<file path="config.mk">
export PLATFORM = sky130hd
export DESIGN_NAME = label_box_placement_core
export DESIGN_NICKNAME = d
export VERILOG_FILES = /design/src/rtl/lbp_pkg.sv /design/src/rtl/label_box_placement_core.sv
export SDC_FILE = /design/constraint.sdc
export NUM_CORES = 1
export LEC_CHECK = 0
export ABC_AREA = 1
export BUFFER_PORTS_ARGS = -buffer_cell sky130_fd_sc_hd__buf_2
export CAP_MARGIN = 20
export CORE_MARGIN = 10
export CORE_UTILIZATION = 55
export DETAILED_ROUTE_END_ITERATION = 12
export HOLD_SLACK_MARGIN = 0.06
export PLACE_DENSITY = 0.77
export SKIP_LAST_GASP = 1
export SLEW_MARGIN = 0
export SYNTH_ARGS = -nofsm -noshare
export SYNTH_HDL_FRONTEND = slang
export SYNTH_SLANG_ARGS = --single-unit
</file>
<file path="constraint.sdc">
create_clock -name clk -period 21.9 [get_ports clk]
set_input_delay 2.19 -clock clk [delete_from_list [all_inputs] [get_ports clk]]
set_output_delay 2.19 -clock clk [all_outputs]
set_load 0.02 [all_outputs]
</file>
<file path="src/rtl/lbp_pkg.sv">
`timescale 1ns / 1ps

package lbp_pkg;

  // Internal coordinate width: covers anchor +/- box size and all biases
  localparam int XW = 19;

  localparam int AXW      = 16;  // anchor coordinate width
  localparam int BOXW     = 10;  // box size width
  localparam int WINW     = 13;  // window size register width
  localparam int POSW     = 17;  // result position width
  localparam int OFSW     = 13;  // result offset width
  localparam int CHOICE_W = 4;

  localparam int NUM_TRIALS = 8;
  localparam int TRIAL_IW   = 3;

  localparam logic signed [XW-1:0] CENTRE_BIAS = XW'(16);
  localparam logic signed [XW-1:0] LIFT_GAP    = XW'(60);
  localparam logic signed [XW-1:0] DIAG_STEP   = XW'(64);

  localparam logic [CHOICE_W-1:0] CHOICE_FALLBACK = CHOICE_W'(8);

  // Configuration register indexes
  localparam int CFG_IDX_W = 2;
  localparam logic [CFG_IDX_W-1:0] REG_WINDOW_WIDTH  = CFG_IDX_W'(0);
  localparam logic [CFG_IDX_W-1:0] REG_WINDOW_HEIGHT = CFG_IDX_W'(1);

  localparam logic [WINW-1:0] WINDOW_WIDTH_RESET  = WINW'(640);
  localparam logic [WINW-1:0] WINDOW_HEIGHT_RESET = WINW'(480);

  // One request held in the input stage
  typedef struct packed {
    logic signed [AXW-1:0] anchor_x;
    logic signed [AXW-1:0] anchor_y;
    logic [BOXW-1:0]       box_width;
    logic [BOXW-1:0]       box_height;
    logic                  no_lift;
  } lbp_req_t;

endpackage

</file>
<file path="src/rtl/label_box_placement_core.sv">
`timescale 1ns / 1ps

// Label box placement core. Takes one request (anchor point in screen
// coordinates, box size, no-lift flag) per cycle while not stalled and
// returns one placement per request, in order. Each request passes through
// the input register and then the result register. All eight candidate
// positions are tested in parallel against the window size in the logic
// between those two registers, and the lowest-numbered fitting candidate
// wins; when none fits, the centered and lifted fallback is reported with
// its own choice code. Throughput is one request per cycle while the result
// side does not stall. The window size registers are written through the
// cfg port, which is always ready; write them only while no request is in
// flight.
module label_box_placement_core (
  input  logic                                  clk,
  input  logic                                  rst_n,
  // request channel
  input  logic                                  in_valid,
  output logic                                  in_stall,
  input  logic signed [lbp_pkg::AXW-1:0]        in_anchor_x,
  input  logic signed [lbp_pkg::AXW-1:0]        in_anchor_y,
  input  logic [lbp_pkg::BOXW-1:0]              in_box_width,
  input  logic [lbp_pkg::BOXW-1:0]              in_box_height,
  input  logic                                  in_no_lift,
  // result channel
  output logic                                  out_valid,
  input  logic                                  out_stall,
  output logic signed [lbp_pkg::POSW-1:0]       out_box_x,
  output logic signed [lbp_pkg::POSW-1:0]       out_box_y,
  output logic signed [lbp_pkg::OFSW-1:0]       out_offset_x,
  output logic signed [lbp_pkg::OFSW-1:0]       out_offset_y,
  output logic [lbp_pkg::CHOICE_W-1:0]          out_choice,
  // configuration write channel
  input  logic                                  cfg_valid,
  output logic                                  cfg_ready,
  input  logic [lbp_pkg::CFG_IDX_W-1:0]         cfg_index,
  input  logic [lbp_pkg::WINW-1:0]              cfg_data
);
  import lbp_pkg::*;

  logic [WINW-1:0] win_w_r, win_h_r;

  lbp_req_t req_r;
  logic     req_valid_r;

  logic                       res_valid_r;
  logic signed [POSW-1:0]     box_x_r, box_y_r;
  logic signed [OFSW-1:0]     offset_x_r, offset_y_r;
  logic [CHOICE_W-1:0]        choice_r;

  logic res_adv, req_adv;

  logic signed [POSW-1:0] box_x_nxt, box_y_nxt;
  logic signed [OFSW-1:0] offset_x_nxt, offset_y_nxt;
  logic [CHOICE_W-1:0]    choice_nxt;

  // Flow control: result register refills when empty or taken
  assign res_adv  = !res_valid_r || !out_stall;
  assign req_adv  = !req_valid_r || res_adv;
  assign in_stall = !req_adv;

  assign cfg_ready = 1'b1;

  // Window size registers
  always_ff @(posedge clk) begin
    if (!rst_n) begin
      win_w_r <= WINDOW_WIDTH_RESET;
      win_h_r <= WINDOW_HEIGHT_RESET;
    end else if (cfg_valid && cfg_ready) begin
      case (cfg_index)
        REG_WINDOW_WIDTH:  win_w_r <= cfg_data;
        REG_WINDOW_HEIGHT: win_h_r <= cfg_data;
        default: ;
      endcase
    end
  end

  // Input register
  always_ff @(posedge clk) begin
    if (!rst_n) begin
      req_valid_r <= 1'b0;
    end else if (req_adv) begin
      req_valid_r <= in_valid;
    end
  end

  always_ff @(posedge clk) begin
    if (req_adv && in_valid) begin
      req_r.anchor_x   <= in_anchor_x;
      req_r.anchor_y   <= in_anchor_y;
      req_r.box_width  <= in_box_width;
      req_r.box_height <= in_box_height;
      req_r.no_lift    <= in_no_lift;
    end
  end

  // Candidate positions, fit tests and priority pick
  always_comb begin
    logic signed [XW-1:0] ax, ay, w, h, half, cx, lifted, row0, diag_y;
    logic signed [XW-1:0] win_w, win_h;
    logic signed [XW-1:0] tx [NUM_TRIALS];
    logic signed [XW-1:0] ty [NUM_TRIALS];
    logic [NUM_TRIALS-1:0] fit;
    logic [CHOICE_W-1:0]   pick;
    logic signed [XW-1:0]  x, y;

    ax     = {{(XW-AXW){req_r.anchor_x[AXW-1]}}, req_r.anchor_x};
    ay     = {{(XW-AXW){req_r.anchor_y[AXW-1]}}, req_r.anchor_y};
    w      = {{(XW-BOXW){1'b0}}, req_r.box_width};
    h      = {{(XW-BOXW){1'b0}}, req_r.box_height};
    half   = {{(XW-BOXW+1){1'b0}}, req_r.box_width[BOXW-1:1]};
    win_w  = {{(XW-WINW){1'b0}}, win_w_r};
    win_h  = {{(XW-WINW){1'b0}}, win_h_r};
    cx     = ax + CENTRE_BIAS - half;
    lifted = ay - h - LIFT_GAP;
    row0   = req_r.no_lift ? ay : lifted;
    diag_y = ay - CENTRE_BIAS - h;

    tx[0] = cx;                          ty[0] = row0;
    tx[1] = cx - half;                   ty[1] = row0;
    tx[2] = cx - half + w;               ty[2] = row0;
    tx[3] = ax - CENTRE_BIAS - w;        ty[3] = diag_y;
    tx[4] = ax + DIAG_STEP - CENTRE_BIAS; ty[4] = diag_y;
    tx[5] = cx;                          ty[5] = ay;
    tx[6] = cx - half;                   ty[6] = ay;
    tx[7] = cx - half + w;               ty[7] = ay;

    // Box wholly inside the window
    for (int k = 0; k < NUM_TRIALS; k++) begin
      fit[k] = !tx[k][XW-1] && (tx[k] + w - XW'(1) < win_w) &&
               !ty[k][XW-1] && (ty[k] + h - XW'(1) < win_h);
    end

    // Lowest fitting index wins
    pick = CHOICE_FALLBACK;
    for (int k = NUM_TRIALS - 1; k >= 0; k--) begin
      if (fit[k]) pick = CHOICE_W'(k);
    end

    if (pick == CHOICE_FALLBACK) begin
      x = cx;
      y = lifted;
    end else begin
      x = tx[pick[TRIAL_IW-1:0]];
      y = ty[pick[TRIAL_IW-1:0]];
    end

    box_x_nxt    = x[POSW-1:0];
    box_y_nxt    = y[POSW-1:0];
    offset_x_nxt = OFSW'(x - ax);
    offset_y_nxt = OFSW'(y - ay);
    choice_nxt   = pick;
  end

  // Result register
  always_ff @(posedge clk) begin
    if (!rst_n) begin
      res_valid_r <= 1'b0;
    end else if (res_adv) begin
      res_valid_r <= req_valid_r;
    end
  end

  always_ff @(posedge clk) begin
    if (res_adv && req_valid_r) begin
      box_x_r    <= box_x_nxt;
      box_y_r    <= box_y_nxt;
      offset_x_r <= offset_x_nxt;
      offset_y_r <= offset_y_nxt;
      choice_r   <= choice_nxt;
    end
  end

  assign out_valid    = res_valid_r;
  assign out_box_x    = box_x_r;
  assign out_box_y    = box_y_r;
  assign out_offset_x = offset_x_r;
  assign out_offset_y = offset_y_r;
  assign out_choice   = choice_r;

endmodule

</file>
==> results.tsv <==
metric	value	unit
outcome	finished, final reports clean	
fin_cells	3592	
dpl.hpwl	56.0	mm
cts_sinks	145	
core-area	38500	sq um
end_kind	flip-flop	
drt-initial-drc-count	1878	
synth_nets	3440	
root_buffer	clkbuf_16	
max_stage_delay	0.51	ns
cts_hold_buffers	0	
synth_compound_area_frac	0.156	
p_per_area	138	nW/um^2
grt_max_degree	63	
dr_total_vias	20100	
drive_gt1_frac	0.0817	
drtAntennaViolNets	0	
setup_tns	0	ns
slew_headroom	0.371	
worst_slack	9.27	ns
worstMarginPinSlew	0.943	ns
place_area	22500	sq um
place_ws	9.62	ns
synth_cells	2933	
post_cts_resized	0	
cpMostUsedCell	nand2_1	
worst_setup_path_start_kind	flip-flop	
clockBufferDepth	2	
synthToLayoutAreaGrowth	8.39	%
drt_pass1_iterations	8	
dp.cells	3560	
synth_edf_count	117	
start_util	0.553	
hold_path_class	reg2reg	
avgSynthCellArea	7.26	sq um
die_area	47000	sq um
power	3.19	mW
layout_worst_path_cycle_share	0.577	
fin_nets	3568	
vias_per_cell	5.59	
num_rows	72	
yosysSeqAreaShare	0.191	
synthSimpleGateAreaFrac	0.188	
die_w	217	microns
max_freq	79.1	MHz
synth_ff_type	edfxtp_1	
holdWs	0.537	ns
cts-buffers-inserted	17	
muxShareOfSynthArea	0.000470	
worst-path-max-fanout	26	
antenna_found_initial	0	
final-hold-violation-count	0	
wl	67.5	mm
io_pins	140	
synth_xor_area_frac	0.0849	
track_usage	0.278	
r2r-start	req_r[13]	
grt_pass1_vias	19100	
place.gp.congestion	1.03	
insertion_delay	0.47	ns
synth-adder-area-share	0.260	
synth_top_family_by_area	adder cells	
grt-ovfl-total	0	
path_clk_slew	0.08	ns
fin_util	0.600	
antennaDiodeCount	0	
die-height	217	microns
hp-start	req_valid_r	
synth.distinct_cells	62	
rsz0062_at_grt	false	
cap_violations	0	
avgRoutedWirePerCell	18.8	microns
finalInstanceArea	23100	sq um
irDropWorstVdd	0.000149	V
drc	0	
min_period	12.63	ns
ys_ff_latch	145	
synth_area	21300	sq um
finalClockSkew	0.0230	ns
tritoncts	done	
worst_ep_arrival_time	12.85	ns
slew_violations	0	
htreeDepth	4	
io_buffer_count	138	
synthArstFlopShare	0	
yosys_warnings	0	
critPathLaunch	req_r[13]	
worstPathRequired	22.12	ns
setup_viol	0	
grt_pass1_wl	104	mm
path_class	reg2reg	
p_leak	12.2	nW
cts_setup_buffers	0	
critPathSlowestCell	fa_1	
worst paths after layout:
path,endpoint,slack (ns),depth (start not counted)
worst max-delay path,out_offset_x[12],9.27,69
worst min-delay path,out_valid,0.54,2
worst max register to register,out_offset_x[12],9.27,69
worst min register to register,out_valid,0.54,2
power breakdown:
| part | internal [mW] | total, mW | switching (mW) |
|---|---|---|---|
| logic | 0.902 | 2.49 | 1.59 |
| registers | 0.380 | 0.398 | 0.0173 |
| clock network | 0.155 | 0.297 | 0.143 |
metal layers:
| layer | wire length (microns) | track usage |
|---|---|---|
| met1 | 30500 | 0.380 |
| met2 | 29200 | 0.428 |
| met3 | 5480 | 0.0540 |
| met4 | 2280 | 0.104 |
| met5 | 0 | 0 |
sequential cells by signal, summed over array words and instances (netlist names):
name	cells
req_r	53
out_box_x	17
out_box_y	17
out_offset_x	13
out_offset_y	13
win_h_r	13
win_w_r	13
out_choice	4
out_valid	1
req_valid_r	1
layout make-up:
cell class | instances | area [sq um]
Fill cell | 3669 | 15400
Multi-Input combinational cell | 2133 | 14700
Sequential cell | 145 | 4070
Inverter | 619 | 2330
Timing Repair Buffer | 145 | 743
Tap cell | 518 | 648
Clock buffer | 18 | 439
Clock inverter | 14 | 139
synthesized netlist by cell type, types with 11 or more instances:
library cell	number	area, sq um
dfxtp_1	28	561
o21ai_0	141	706
inv_1	606	2270
ha_1	419	5240
buf_2	12	60.1
o21ai_1	25	125
nand2_2	24	150
nand4_1	34	213
nand2_1	509	1910
o22ai_1	16	100
nor3_1	28	140
fa_1	15	300
clkbuf_1	13	48.8
o21bai_1	42	315
o211ai_1	28	210
nor2_1	124	465
a21o_1	11	82.6
nand3_1	143	716
edfxtp_1	117	3510
xnor2_1	32	280
xor2_1	167	1460
a21oi_1	267	1340
cell usage in the layout, fill, tap and decap left out, types with 15 or more instances in the layout:
cell       netlist  routed
inv_1          606     605
nand2_1        509     509
ha_1           419     419
a21oi_1        267     266
xor2_1         167     167
nand3_1        143     143
o21ai_0        141     141
buf_2           12     138
nor2_1         124     124
edfxtp_1       117     117
o21bai_1        42      42
nand4_1         34      34
xnor2_1         32      32
nor3_1          28      28
o211ai_1        28      28
dfxtp_1         28      28
o21ai_1         25      25
nand2_2         24      24
clkbuf_16        0      17
o22ai_1         16      16
fa_1            15      15
worst max-delay path, delay by kind of cell, from the launching register on:
kind                       cells  cell delay [ns]
buffers and inverters          9             1.26
DFF                            1             0.40
adders and majority gates     10             3.06
and+or+nand+nor               29             3.50
AOI/OAI and AO/OA             16             3.01
xor gates and xnor gates       5             1.12
cells by family after synthesis:
| group | after synthesis |
|---|---|
| AO/OA/AOI/OAI | 583 |
| XOR/XNOR | 203 |
| adder cells (fa/ha/maj) | 434 |
| buffers and inverters | 655 |
| flip-flops | 145 |
| multiplexers | 1 |
| other | 1 |
| AND/OR/NAND/NOR | 911 |
No activity file was read; power rests on OpenSTA's default activity.
